<file path="src/hw/rtl/code_list_write_interpreter_unit_assert.svh">
// Assertion macros shared by the code list write interpreter RTL.
`ifndef CODE_LIST_WRITE_INTERPRETER_UNIT_ASSERT_SVH
`define CODE_LIST_WRITE_INTERPRETER_UNIT_ASSERT_SVH

// Same-cycle implication, checked on i_clk outside of reset.
`define CLIU_ASSERT_NOW(label, ante, cons) \
    label: assert property (@(posedge i_clk) disable iff (!i_rst_n) (ante) |-> (cons)) \
        else $error("cliu assertion failed");

// Next-cycle implication, checked on i_clk outside of reset.
`define CLIU_ASSERT_NEXT(label, ante, cons) \
    label: assert property (@(posedge i_clk) disable iff (!i_rst_n) (ante) |=> (cons)) \
        else $error("cliu assertion failed");

`endif

</file>
<file path="src/hw/rtl/cliu_pkg.sv">
// Package with payload types, command record and code constants.
package cliu_pkg;

    localparam logic [2:0] KIND_WRITE     = 3'd0;
    localparam logic [2:0] KIND_INJ_START = 3'd1;
    localparam logic [2:0] KIND_INJ_LINE  = 3'd2;
    localparam logic [2:0] KIND_END       = 3'd3;
    localparam logic [2:0] KIND_UNKNOWN   = 3'd4;

    localparam logic [7:0] TYPE_BYTE   = 8'h00;
    localparam logic [7:0] TYPE_HALF   = 8'h02;
    localparam logic [7:0] TYPE_WORD   = 8'h04;
    localparam logic [7:0] TYPE_STRING = 8'h06;
    localparam logic [7:0] TYPE_INJECT = 8'hC2;
    localparam logic [7:0] TYPE_END    = 8'hF0;

    localparam logic [7:0] REGION_HIGH = 8'h80;

    typedef enum logic [2:0] {
        FMT_ZERO   = 3'd0,
        FMT_BYTE   = 3'd1,
        FMT_HALF   = 3'd2,
        FMT_WORD   = 3'd3,
        FMT_STRING = 3'd4,
        FMT_LINE   = 3'd5
    } t_fmt;

    typedef struct packed {
        logic [31:0] line_high;
        logic [31:0] line_low;
        logic        list_start;
    } t_in;

    typedef struct packed {
        logic [2:0]  result_kind;
        logic [31:0] target_address;
        logic [63:0] write_data;
        logic [3:0]  byte_count;
        logic        last_line;
        logic [7:0]  type_code;
        logic [31:0] line_number;
    } t_out;

    // Classified command passed from front to back through the queue.
    typedef struct packed {
        logic [2:0]  kind;
        t_fmt        fmt;
        logic [31:0] addr;
        logic [63:0] line;
        logic [3:0]  count;
        logic        last;
        logic [7:0]  type_code;
        logic [31:0] line_number;
    } t_cmd;

    typedef struct packed {
        logic full;
        logic empty;
    } t_queue_status;

endpackage

</file>
<file path="src/hw/rtl/cliu_front.sv">
// Front end: accepts code lines, tracks list state and classifies each line.
module cliu_front (
    input  logic            i_clk,
    input  logic            i_rst_n,
    input  logic            i_in_valid,
    input  cliu_pkg::t_in   i_in_data,
    input  logic            i_full,
    output logic            o_push,
    output cliu_pkg::t_cmd  o_cmd
);
    import cliu_pkg::*;

    typedef enum logic [4:0] {
        MODE_WAIT   = 5'b00001,
        MODE_CODE   = 5'b00010,
        MODE_STRING = 5'b00100,
        MODE_INJECT = 5'b01000,
        MODE_ENDED  = 5'b10000
    } t_mode;

    t_mode       r_mode, n_mode;
    logic [31:0] r_rem, n_rem;
    logic [31:0] r_run, n_run;
    logic [31:0] r_line, n_line;

    logic        w_accept;
    logic [7:0]  w_type;
    logic [31:0] w_addr;
    logic [3:0]  w_take;
    logic [31:0] w_str_left;
    logic [31:0] w_inj_left;

    assign w_accept   = i_in_valid && !i_full;
    assign w_type     = i_in_data.line_high[31:24];
    assign w_addr     = {REGION_HIGH, i_in_data.line_high[23:0]};
    assign w_take     = (r_rem < 32'd8) ? r_rem[3:0] : 4'd8;
    assign w_str_left = r_rem - {28'd0, w_take};
    assign w_inj_left = r_rem - 32'd1;

    always_comb begin
        n_mode = r_mode;
        n_rem  = r_rem;
        n_run  = r_run;
        n_line = r_line;
        o_push = 1'b0;
        o_cmd             = '0;
        o_cmd.fmt         = FMT_ZERO;
        o_cmd.line        = {i_in_data.line_high, i_in_data.line_low};
        o_cmd.type_code   = w_type;
        o_cmd.line_number = r_line;
        if (w_accept) begin
            if (i_in_data.list_start) begin
                n_mode = MODE_CODE;
                n_rem  = '0;
                n_run  = '0;
                n_line = 32'd1;
            end else begin
                case (r_mode)
                    MODE_STRING: begin
                        n_line          = r_line + 32'd1;
                        o_push          = 1'b1;
                        o_cmd.kind      = KIND_WRITE;
                        o_cmd.fmt       = FMT_STRING;
                        o_cmd.addr      = r_run;
                        o_cmd.count     = w_take;
                        o_cmd.last      = (w_str_left == 32'd0);
                        o_cmd.type_code = TYPE_STRING;
                        n_rem           = w_str_left;
                        n_run           = r_run + 32'd8;
                        if (w_str_left == 32'd0) begin
                            n_mode = MODE_CODE;
                        end
                    end
                    MODE_INJECT: begin
                        n_line          = r_line + 32'd1;
                        o_push          = 1'b1;
                        o_cmd.kind      = KIND_INJ_LINE;
                        o_cmd.fmt       = FMT_LINE;
                        o_cmd.addr      = r_run;
                        o_cmd.last      = (w_inj_left == 32'd0);
                        o_cmd.type_code = TYPE_INJECT;
                        n_rem           = w_inj_left;
                        if (w_inj_left == 32'd0) begin
                            n_mode = MODE_CODE;
                        end
                    end
                    MODE_CODE: begin
                        n_line = r_line + 32'd1;
                        case (w_type)
                            TYPE_BYTE: begin
                                o_push      = 1'b1;
                                o_cmd.kind  = KIND_WRITE;
                                o_cmd.fmt   = FMT_BYTE;
                                o_cmd.addr  = w_addr;
                                o_cmd.count = 4'd1;
                            end
                            TYPE_HALF: begin
                                o_push      = 1'b1;
                                o_cmd.kind  = KIND_WRITE;
                                o_cmd.fmt   = FMT_HALF;
                                o_cmd.addr  = w_addr;
                                o_cmd.count = 4'd2;
                            end
                            TYPE_WORD: begin
                                o_push      = 1'b1;
                                o_cmd.kind  = KIND_WRITE;
                                o_cmd.fmt   = FMT_WORD;
                                o_cmd.addr  = w_addr;
                                o_cmd.count = 4'd4;
                            end
                            TYPE_STRING: begin
                                // string header: no result, arm the data run
                                if (i_in_data.line_low != 32'd0) begin
                                    n_mode = MODE_STRING;
                                    n_rem  = i_in_data.line_low;
                                    n_run  = w_addr;
                                end
                            end
                            TYPE_INJECT: begin
                                o_push     = 1'b1;
                                o_cmd.kind = KIND_INJ_START;
                                o_cmd.addr = w_addr;
                                o_cmd.last = (i_in_data.line_low == 32'd0);
                                if (i_in_data.line_low != 32'd0) begin
                                    n_mode = MODE_INJECT;
                                    n_rem  = i_in_data.line_low;
                                    n_run  = w_addr;
                                end
                            end
                            TYPE_END: begin
                                o_push     = 1'b1;
                                o_cmd.kind = KIND_END;
                                n_mode     = MODE_ENDED;
                            end
                            default: begin
                                o_push     = 1'b1;
                                o_cmd.kind = KIND_UNKNOWN;
                            end
                        endcase
                    end
                    default: begin
                        // waiting or ended: drop the line
                    end
                endcase
            end
        end
    end

    always_ff @(posedge i_clk) begin
        if (!i_rst_n) begin
            r_mode <= MODE_WAIT;
            r_rem  <= '0;
            r_run  <= '0;
            r_line <= '0;
        end else begin
            r_mode <= n_mode;
            r_rem  <= n_rem;
            r_run  <= n_run;
            r_line <= n_line;
        end
    end

endmodule

</file>
<file path="src/hw/rtl/cliu_fifo.sv">
// Short command queue between the front and back ends.
module cliu_fifo #(
    parameter int DEPTH = 4
) (
    input  logic                  i_clk,
    input  logic                  i_rst_n,
    input  logic                  i_push,
    input  cliu_pkg::t_cmd        i_cmd,
    input  logic                  i_pop,
    output cliu_pkg::t_cmd        o_head,
    output cliu_pkg::t_queue_status o_status
);
    import cliu_pkg::*;

    localparam int PTR_W = (DEPTH > 1) ? $clog2(DEPTH) : 1;
    localparam int CNT_W = $clog2(DEPTH + 1);
    localparam logic [PTR_W-1:0] LAST_PTR = PTR_W'(DEPTH - 1);
    localparam logic [CNT_W-1:0] FULL_CNT = CNT_W'(DEPTH);

    t_cmd             r_mem [DEPTH];
    logic [PTR_W-1:0] r_wr_ptr, n_wr_ptr;
    logic [PTR_W-1:0] r_rd_ptr, n_rd_ptr;
    logic [CNT_W-1:0] r_count, n_count;

    logic w_push;
    logic w_pop;

    assign o_status.full  = (r_count == FULL_CNT);
    assign o_status.empty = (r_count == '0);
    assign w_push = i_push && !o_status.full;
    assign w_pop  = i_pop && !o_status.empty;
    assign o_head = r_mem[r_rd_ptr];

    always_comb begin
        n_wr_ptr = r_wr_ptr;
        n_rd_ptr = r_rd_ptr;
        n_count  = r_count;
        if (w_push) begin
            n_wr_ptr = (r_wr_ptr == LAST_PTR) ? '0 : r_wr_ptr + PTR_W'(1);
        end
        if (w_pop) begin
            n_rd_ptr = (r_rd_ptr == LAST_PTR) ? '0 : r_rd_ptr + PTR_W'(1);
        end
        if (w_push && !w_pop) begin
            n_count = r_count + CNT_W'(1);
        end else if (w_pop && !w_push) begin
            n_count = r_count - CNT_W'(1);
        end
    end

    always_ff @(posedge i_clk) begin
        if (w_push) begin
            r_mem[r_wr_ptr] <= i_cmd;
        end
    end

    always_ff @(posedge i_clk) begin
        if (!i_rst_n) begin
            r_wr_ptr <= '0;
            r_rd_ptr <= '0;
            r_count  <= '0;
        end else begin
            r_wr_ptr <= n_wr_ptr;
            r_rd_ptr <= n_rd_ptr;
            r_count  <= n_count;
        end
    end

endmodule

</file>
<file path="src/hw/rtl/cliu_back.sv">
// Back end: formats queued commands into result transactions.
module cliu_back (
    input  logic                    i_clk,
    input  logic                    i_rst_n,
    input  cliu_pkg::t_cmd          i_head,
    input  cliu_pkg::t_queue_status i_status,
    output logic                    o_pop,
    output logic                    o_out_valid,
    input  logic                    i_out_stall,
    output cliu_pkg::t_out          o_out_data
);
    import cliu_pkg::*;

    logic        r_valid, n_valid;
    t_out        r_out;
    logic [63:0] w_data;
    logic [63:0] w_str_data;

    assign o_pop = !i_status.empty && (!r_valid || !i_out_stall);

    // keep only the first count bytes of a string data line
    always_comb begin
        for (int i = 0; i < 8; i++) begin
            w_str_data[63-8*i -: 8] = (4'(i) < i_head.count) ?
                i_head.line[63-8*i -: 8] : 8'd0;
        end
    end

    always_comb begin
        case (i_head.fmt)
            FMT_BYTE:   w_data = {i_head.line[7:0], 56'd0};
            FMT_HALF:   w_data = {i_head.line[15:0], 48'd0};
            FMT_WORD:   w_data = {i_head.line[31:0], 32'd0};
            FMT_STRING: w_data = w_str_data;
            FMT_LINE:   w_data = i_head.line;
            default:    w_data = 64'd0;
        endcase
    end

    always_comb begin
        n_valid = r_valid;
        if (o_pop) begin
            n_valid = 1'b1;
        end else if (!i_out_stall) begin
            n_valid = 1'b0;
        end
    end

    always_ff @(posedge i_clk) begin
        if (o_pop) begin
            r_out.result_kind    <= i_head.kind;
            r_out.target_address <= i_head.addr;
            r_out.write_data     <= w_data;
            r_out.byte_count     <= i_head.count;
            r_out.last_line      <= i_head.last;
            r_out.type_code      <= i_head.type_code;
            r_out.line_number    <= i_head.line_number;
        end
    end

    always_ff @(posedge i_clk) begin
        if (!i_rst_n) begin
            r_valid <= 1'b0;
        end else begin
            r_valid <= n_valid;
        end
    end

    assign o_out_valid = r_valid;
    assign o_out_data  = r_out;

endmodule

</file>
<file path="src/hw/rtl/code_list_write_interpreter_unit.sv">
// Top level of the code list write interpreter: front, queue and back end.
//
//  channel | direction | handshake              | payload
//  --------+-----------+------------------------+-----------------------
//  in      | input     | i_in_valid / o_in_stall | i_in_data  (t_in)
//  out     | output    | o_out_valid / i_out_stall | o_out_data (t_out)
//
// One code line is accepted per cycle while the queue is not full; the
// front end's state registers take each line's update as it is accepted.
// A result is written into the queue at the edge that accepts its line,
// then popped into the back end output register, which a stalled, full
// output register delays. Lines that cause no result only update the front state.
// Reset is synchronous and active low; it returns the front end to
// waiting for a list header and empties the queue and output register.
// o_in_stall rises only while the QUEUE_DEPTH-entry queue is full, so a
// stalled output keeps taking lines until the queue fills.
module code_list_write_interpreter_unit #(
    parameter int QUEUE_DEPTH = 4
) (
    input  logic           i_clk,
    input  logic           i_rst_n,
    input  logic           i_in_valid,
    output logic           o_in_stall,
    input  cliu_pkg::t_in  i_in_data,
    output logic           o_out_valid,
    input  logic           i_out_stall,
    output cliu_pkg::t_out o_out_data
);
    import cliu_pkg::*;
`include "code_list_write_interpreter_unit_assert.svh"

    logic          w_push;
    logic          w_pop;
    t_cmd          w_cmd;
    t_cmd          w_head;
    t_queue_status w_status;

    // Stall the input only on a full queue; hold lines that emit nothing too.
    assign o_in_stall = w_status.full;

    cliu_front u_front (
        .i_clk      (i_clk),
        .i_rst_n    (i_rst_n),
        .i_in_valid (i_in_valid),
        .i_in_data  (i_in_data),
        .i_full     (w_status.full),
        .o_push     (w_push),
        .o_cmd      (w_cmd)
    );

    cliu_fifo #(
        .DEPTH (QUEUE_DEPTH)
    ) u_fifo (
        .i_clk    (i_clk),
        .i_rst_n  (i_rst_n),
        .i_push   (w_push),
        .i_cmd    (w_cmd),
        .i_pop    (w_pop),
        .o_head   (w_head),
        .o_status (w_status)
    );

    cliu_back u_back (
        .i_clk       (i_clk),
        .i_rst_n     (i_rst_n),
        .i_head      (w_head),
        .i_status    (w_status),
        .o_pop       (w_pop),
        .o_out_valid (o_out_valid),
        .i_out_stall (i_out_stall),
        .o_out_data  (o_out_data)
    );

    // The front end never pushes into a full queue.
    `CLIU_ASSERT_NOW(a_no_overflow, w_push, !w_status.full)
    // The back end never pops an empty queue.
    `CLIU_ASSERT_NOW(a_no_underflow, w_pop, !w_status.empty)
    // A pop always loads the output register.
    `CLIU_ASSERT_NEXT(a_pop_loads_output, w_pop, o_out_valid)
    // Memory writes carry one to eight bytes; other results carry none.
    `CLIU_ASSERT_NOW(a_write_count,
        o_out_valid && (o_out_data.result_kind == KIND_WRITE),
        (o_out_data.byte_count != 4'd0) && (o_out_data.byte_count <= 4'd8))

endmodule

</file>
<file path="config.mk">
export PLATFORM = sky130hd
export DESIGN_NAME = code_list_write_interpreter_unit
export DESIGN_NICKNAME = d
export VERILOG_FILES = /design/src/hw/rtl/cliu_pkg.sv /design/src/hw/rtl/cliu_front.sv /design/src/hw/rtl/cliu_fifo.sv /design/src/hw/rtl/cliu_back.sv /design/src/hw/rtl/code_list_write_interpreter_unit.sv
export VERILOG_INCLUDE_DIRS = /design/src /design/src/hw/rtl
export SDC_FILE = /design/constraint.sdc
export NUM_CORES = 1
export LEC_CHECK = 0
export BUFFER_PORTS_ARGS = -buffer_cell sky130_fd_sc_hd__buf_2
export CORE_MARGIN = 3
export CORE_UTILIZATION = 50
export CTS_BUF_LIST = sky130_fd_sc_hd__clkbuf_4
export CTS_CLUSTER_DIAMETER = 60
export DETAILED_ROUTE_END_ITERATION = 10
export PLACE_DENSITY_LB_ADDON = 0.3
export SETUP_SLACK_MARGIN = 0.15
export SLEW_MARGIN = 20
export SYNTH_ARGS = -nofsm -noshare
export SYNTH_HDL_FRONTEND = slang
export SYNTH_SLANG_ARGS = --single-unit
export TNS_END_PERCENT = 1
</file>
<file path="constraint.sdc">
create_clock -name i_clk -period 6.5 [get_ports i_clk]
set_clock_uncertainty 0.2 [all_clocks]
set_input_delay 1.95 -clock i_clk [delete_from_list [all_inputs] [get_ports i_clk]]
set_output_delay 1.95 -clock i_clk [all_outputs]
set_load 0.05 [all_outputs]
</file>
# --- Yosys cells after proc, flatten, opt, wreduce, memory -nomap -nowiden ---
# Memory sizes are Yosys's and may differ from the RTL's. A register that Yosys moved wholly into a read port is not among the register bits.
# Index checks and enable logic that the tools add are counted.
classes:
  order_cmp: 9
  mux: 54
  reduce_logical: 32
  n_addsub: 8
  n_eq_ne: 24
op_table:
  columns: ["operator", "count"]
  rows:
  - ["$pmux 64 s5", 1]
  - ["$mux 32", 9]
  - ["$pmux 38 s3", 1]
  - ["$logic_not 32->1", 3]
  - ["$pmux 32 s3", 1]
  - ["$mux 38", 2]
  - ["$mux 8", 8]
  - ["$pmux 32 s2", 1]
  - ["$add 32x1->32 const B", 1]
  - ["$add 32x4->32 const B", 1]
  - ["$lt 32x4->1 const B", 1]
  - ["$reduce_bool 32->1", 1]
  - ["$sub 32x1->32 const B", 1]
  - ["$sub 32x4->32", 1]
  - ["$pmux 5 s3", 2]
  - ["$mux 13", 2]
  - ["$mux 5", 5]
  - ["$pmux 3 s3", 2]
  - ["$eq 8x3->1 const B", 2]
  - ["$eq 8x8->1 const B", 2]
  - ["$lt 3x4->1 const A", 4]
  - ["$pmux 8 s2", 1]
  - ["$eq 3x3->1 const B", 3]
  - ["$ne 3x2->1 const B", 3]
  - ["other kinds (38)", 69]
totals:
  output_inout_bits: 146
  ram_bits: 588
  wordCells: 143
  input_bits: 69
  mem_count: 1
  register_bits: 253
memory_table:
  columns: ["memory", "words", "width", "read_ports", "rd_ports_with_merged_regs", "wr", "line_no", "source"]
  rows:
  - ["u_fifo.r_mem", 4, 147, 1, 1, 1, "cliu_fifo.sv:20", "t_cmd r_mem [DEPTH];"]

# --- Logic depth before layout (Yosys ltp) ---
logic_depth:
  word_depth: 10
  mapped_depth: 19
  ltp_nobuf: 14

# --- Hierarchy ---
# A second synthesis with hierarchy kept.
unflattened:
  hier_cells: 2314
  area_unflattened_um2: 35735.5
by_module_without_submodules:
  columns: ["module", "instances", "cells_each", "area_each_um2", "seq_area_each_um2"]
  rows:
  - ["cliu_fifo", 1, 819, 21833.4, 17837.1]
  - ["cliu_front", 1, 1224, 8589.5, 2021.9]
  - ["cliu_back", 1, 271, 5312.6, 4344.2]

# --- Least setup slack after synthesis ---
# No wires, ideal clock.
synth_path:
  path_type: "input to register"
  startpoint: "input i_in_valid"
  endpoint: "memory u_fifo.r_mem[0][0] in the netlist's numbering, enable pin"
  stages: 6
  n_path_buf: 1
  path_slack_ps: -460
  arrival_time_ps: 6236
  path_cell_list: "nand2b_1 clkbuf_1 nor2_1 nand2_1 o21ai_1 and2_1"
synth_between:
  elab_chain_len: 5
synth_rtl:
  columns: ["element", "line_no", "source"]
  rows:
  - ["start: declaration", "code_list_write_interpreter_unit.sv:22", "input logic i_in_valid,"]
  - ["$logic_and 1x1->1", "cliu_front.sv:33", "assign w_accept = i_in_valid && !i_full;"]
  - ["$mux 1", "cliu_front.sv:51", "if (w_accept) begin"]
  - ["$logic_and 1x1->1", "cliu_fifo.sv:30", "assign w_push = i_push && !o_status.full;"]
  - ["via u_fifo.w_push", "cliu_fifo.sv:25", "logic w_push;"]
  - ["$mux 1", "cliu_fifo.sv:52", "if (w_push) begin"]
  - ["$mux 1 (implied by the code)", "cliu_fifo.sv:53", "r_mem[r_wr_ptr] <= i_cmd;"]
  - ["end: declaration", "cliu_fifo.sv:20", null]
# The timed path passes the listed nets, and every way through them passes these cells.

==> impl_metrics.json <==
{
  "status": "finished clean",
  "yosysWarnings": 0,
  "rows": 95,
  "maxSlewViolCount": 0,
  "synth_top_area_cell": "edfxtp_1",
  "drtIter0Drc": 2308,
  "antenna_found_initial": 15,
  "start_util": 0.509,
  "drt_pre_antenna_iters": 8,
  "hold_viol_final": 0,
  "gp_congestion": 0.902,
  "synthArstFlopShare": 0,
  "fin_nets": 2595,
  "routed-via-count": 21300,
  "fillCellCount": 5246,
  "cts_sinks": 843,
  "grt_pass1_wl_um": 130000,
  "rsz0062_at_grt": "false",
  "required_ns": 7.10,
  "ys_seq_elements": 843,
  "yosysUniqueCellTypes": 84,
  "cts_root_buf": "clkbuf_4",
  "layout-drive-gt1-share": 0.289,
  "syn_inst": 2169,
  "io_pins": 215,
  "cts-resized-gates": 0,
  "power.leakage_nw": 13.4,
  "htreeDepth": 4,
  "core_area_sq_um": 67800,
  "ys_top_cells_by_area": "edfxtp_1 64%, mux4_2 9.6%, dfxtp_1 6.4%, a22oi_1 1.6%, nor2_1 1.5%",
  "critPathMaxStageDelay_ns": 0.78,
  "postCtsHoldBufs": 0,
  "numPortBuffers": 214,
  "avgSynthCellArea_sq_um": 15.9,
  "dieWidth_um": 269,
  "finalSetupViolCount": 0,
  "path_delay_family": "simple AND/OR/NAND/NOR gates",
  "path_buf_inv": 0,
  "hp-class": "flip-flop to flip-flop",
  "synth_edf_count": 732,
  "end_kind": "flip-flop",
  "path_max_fanout": 11,
  "wl_per_cell_um": 24.6,
  "wirelength_um": 87600,
  "crit_path_start_kind": "flip-flop",
  "dp_hpwl_um": 58000,
  "yosys.area.top_type_share": 0.638,
  "synthToLayoutAreaGrowth_pct": 13.8,
  "final_antenna_net_count": 0,
  "slew_headroom": 0.291,
  "cts_buffers": 201,
  "cap_violations": 0,
  "clock.fmax_mhz": 199,
  "arrival_ns": 5.63,
  "period_needed_ns": 5.03,
  "slowest_stage": "nor4_1",
  "die_area_sq_um": 72100,
  "grt_use_total": 0.244,
  "synthFlopType": "edfxtp_1",
  "clock_path_buffers": 3,
  "setup_ws_ns": 1.47,
  "grt_pass1_vias": 21100,
  "die_y_um": 269,
  "dp_slack_ns": 1.17,
  "crit_type": "flip-flop to flip-flop",
  "syn_area_sq_um": 34500,
  "grt_overflow": 0,
  "crit_path_frequent_cell": "nand3_1",
  "ys_seq_area_frac": 0.702,
  "power_density_nw_per_um2": 470,
  "grt_start_max_net_pins": 80,
  "path_clk_slew_ns": 0.08,
  "post_drt_via_cell_ratio": 5.97,
  "ir_drop_mv": 0.296,
  "min_period_over_period": 0.774,
  "tightest_slew_ns": 1.06,
  "cts_tree": "done",
  "synthesis.nets": 2250,
  "drt_drc_violations_left": 0,
  "clock_latency_ns": 1.04,
  "crit_chain": "nor4_1 -> nand3_1 -> or3_2 -> nand2_1 -> ha_1 -> and4_1 -> and3_1 -> nand3_1 -> or4b_1 -> nor3_1 -> nand4_1 -> a21oi_1",
  "setup_tns_ns": 0,
  "post_cts_buffers": 0
}
==> power by group <==
group	leakage [nW]	switching (W)	internal (W)
Combinational	4.23	0.00482	0.00227
Clock	1.53	0.00206	0.00218
Sequential	7.69	0.000374	0.00671
Total	13.4	0.00726	0.0112
==> path summary, 6_finish.rpt <==
kind	from	endpoint	slack, ns	cells past startpoint
worst min-delay path	u_back.o_out_valid	u_back.o_out_valid	0.29	2
worst max register to register	u_front.r_rem[11]	u_fifo.r_mem[2][40]	1.47	12
worst min register to register	u_back.o_out_valid	u_back.o_out_valid	0.29	2
worst max-delay path	u_front.r_rem[11]	u_fifo.r_mem[2][40]	1.47	12
==> metrics by stage <==
| step | hold WS (ns) | total power [W] | instances | utilization | cell area [sq um] |
|---|---|---|---|---|---|
| 2_1_floorplan | 0.250 | 0.0123 | 2169 | - | 34500 |
| 3_5_place_dp | 0.273 | 0.0143 | 3184 | 0.540 | 36600 |
| 6_report | 0.290 | 0.0184 | 3565 | 0.579 | 39200 |
| 3_3_place_gp | 0.262 | 0.0142 | 3184 | 0.540 | 36600 |
| 5_1_grt | 0.314 | 0.0193 | 3558 | 0.579 | 39200 |
| 4_1_cts | 0.288 | 0.0185 | 3549 | 0.578 | 39200 |
==> cells by family (layout without fill, tap and decap cells) <==
logic type	count (synthesis)	after routing	share of synthesized area
adder cells (fa/ha/maj)	12	12	0.00457
other	1	17	0.000109
flip-flops	843	843	0.702
AO/OA/AOI/OAI	347	347	0.0678
buffers and inverters	159	666	0.0208
XOR/XNOR	66	66	0.0168
AND/OR/NAND/NOR	567	567	0.0837
multiplexers	174	174	0.104
==> cell usage in the layout, fill, tap and decap left out, types with 10 or more instances in the layout <==
cell and count:
mux2i_1 18, xor2_1 42, diode_2 16, nand3_1 37, clkinv_2 10, mux4_2 147
nand4_1 21, a21oi_1 59, nor2b_1 57, buf_4 45, and3_1 43, and2_1 19
a21boi_0 10, or3_1 11, nor3_1 36, nand2_1 118, a22o_1 15, ha_1 11
clkbuf_4 290, buf_2 214, o21ai_0 78, nor2_1 137, clkinv_1 52, nor4_1 33
inv_1 33, o22ai_1 24, edfxtp_1 732, xnor2_1 24, dfxtp_1 109, a22oi_1 73
==> worst reg2reg max path: stages, from the launching register on <==
cell	delay, ns
dfxtp_1	0.45
nor4_1	0.79
nand3_1	0.44
or3_2	0.71
nand2_1	0.12
ha_1	0.19
and4_1	0.22
and3_1	0.16
nand3_1	0.07
or4b_1	0.55
nor3_1	0.21
nand4_1	0.25
a21oi_1	0.42
==> metal layers <==
layer	routed length, um	share of wire	global-route usage	vias to the layer above
met5	27	0.00031	0	-
met4	2220	0.025	0.0858	4
met3	7120	0.081	0.0651	122
met2	42200	0.48	0.382	960
met1	36000	0.41	0.335	10800
li1	-	-	-	9401
==> cells in the mapped netlist, types with 42 or more instances <==
library cell and number:
edfxtp_1 732, mux4_2 147, nor2_1 139, nand2_1 118
dfxtp_1 111, clkbuf_1 86, o21ai_0 80, a22oi_1 73
a21oi_1 60, nor2b_1 57, and3_1 43, xor2_1 42
==> flip-flops by register name, indices dropped and copies added (netlist names), named ones only <==
| signal | count |
|---|---|
| u_back.o_out_data | 144 |
| u_front.r_run | 32 |
| u_fifo.r_rd_ptr | 2 |
| u_fifo.r_count | 3 |
| u_front.r_mode | 5 |
| u_fifo.r_mem | 588 |
| u_front.r_rem | 32 |
| u_back.o_out_valid | 1 |
| u_front.r_line | 32 |
| u_fifo.r_wr_ptr | 2 |
==> cell type report <==
cell class	instances	area, sq um	share of cell area
clock buffers	290	2180	0.0555
clock inverters	75	410	0.0105
inverters	34	133	0.00338
repair buffers	267	1570	0.0400
multi-input cells	1167	9600	0.245
flip-flops and latches	843	24200	0.617
diodes	16	40.0	0.00102
well taps	873	1090	0.0278
(Power assumes the default switching activity.)
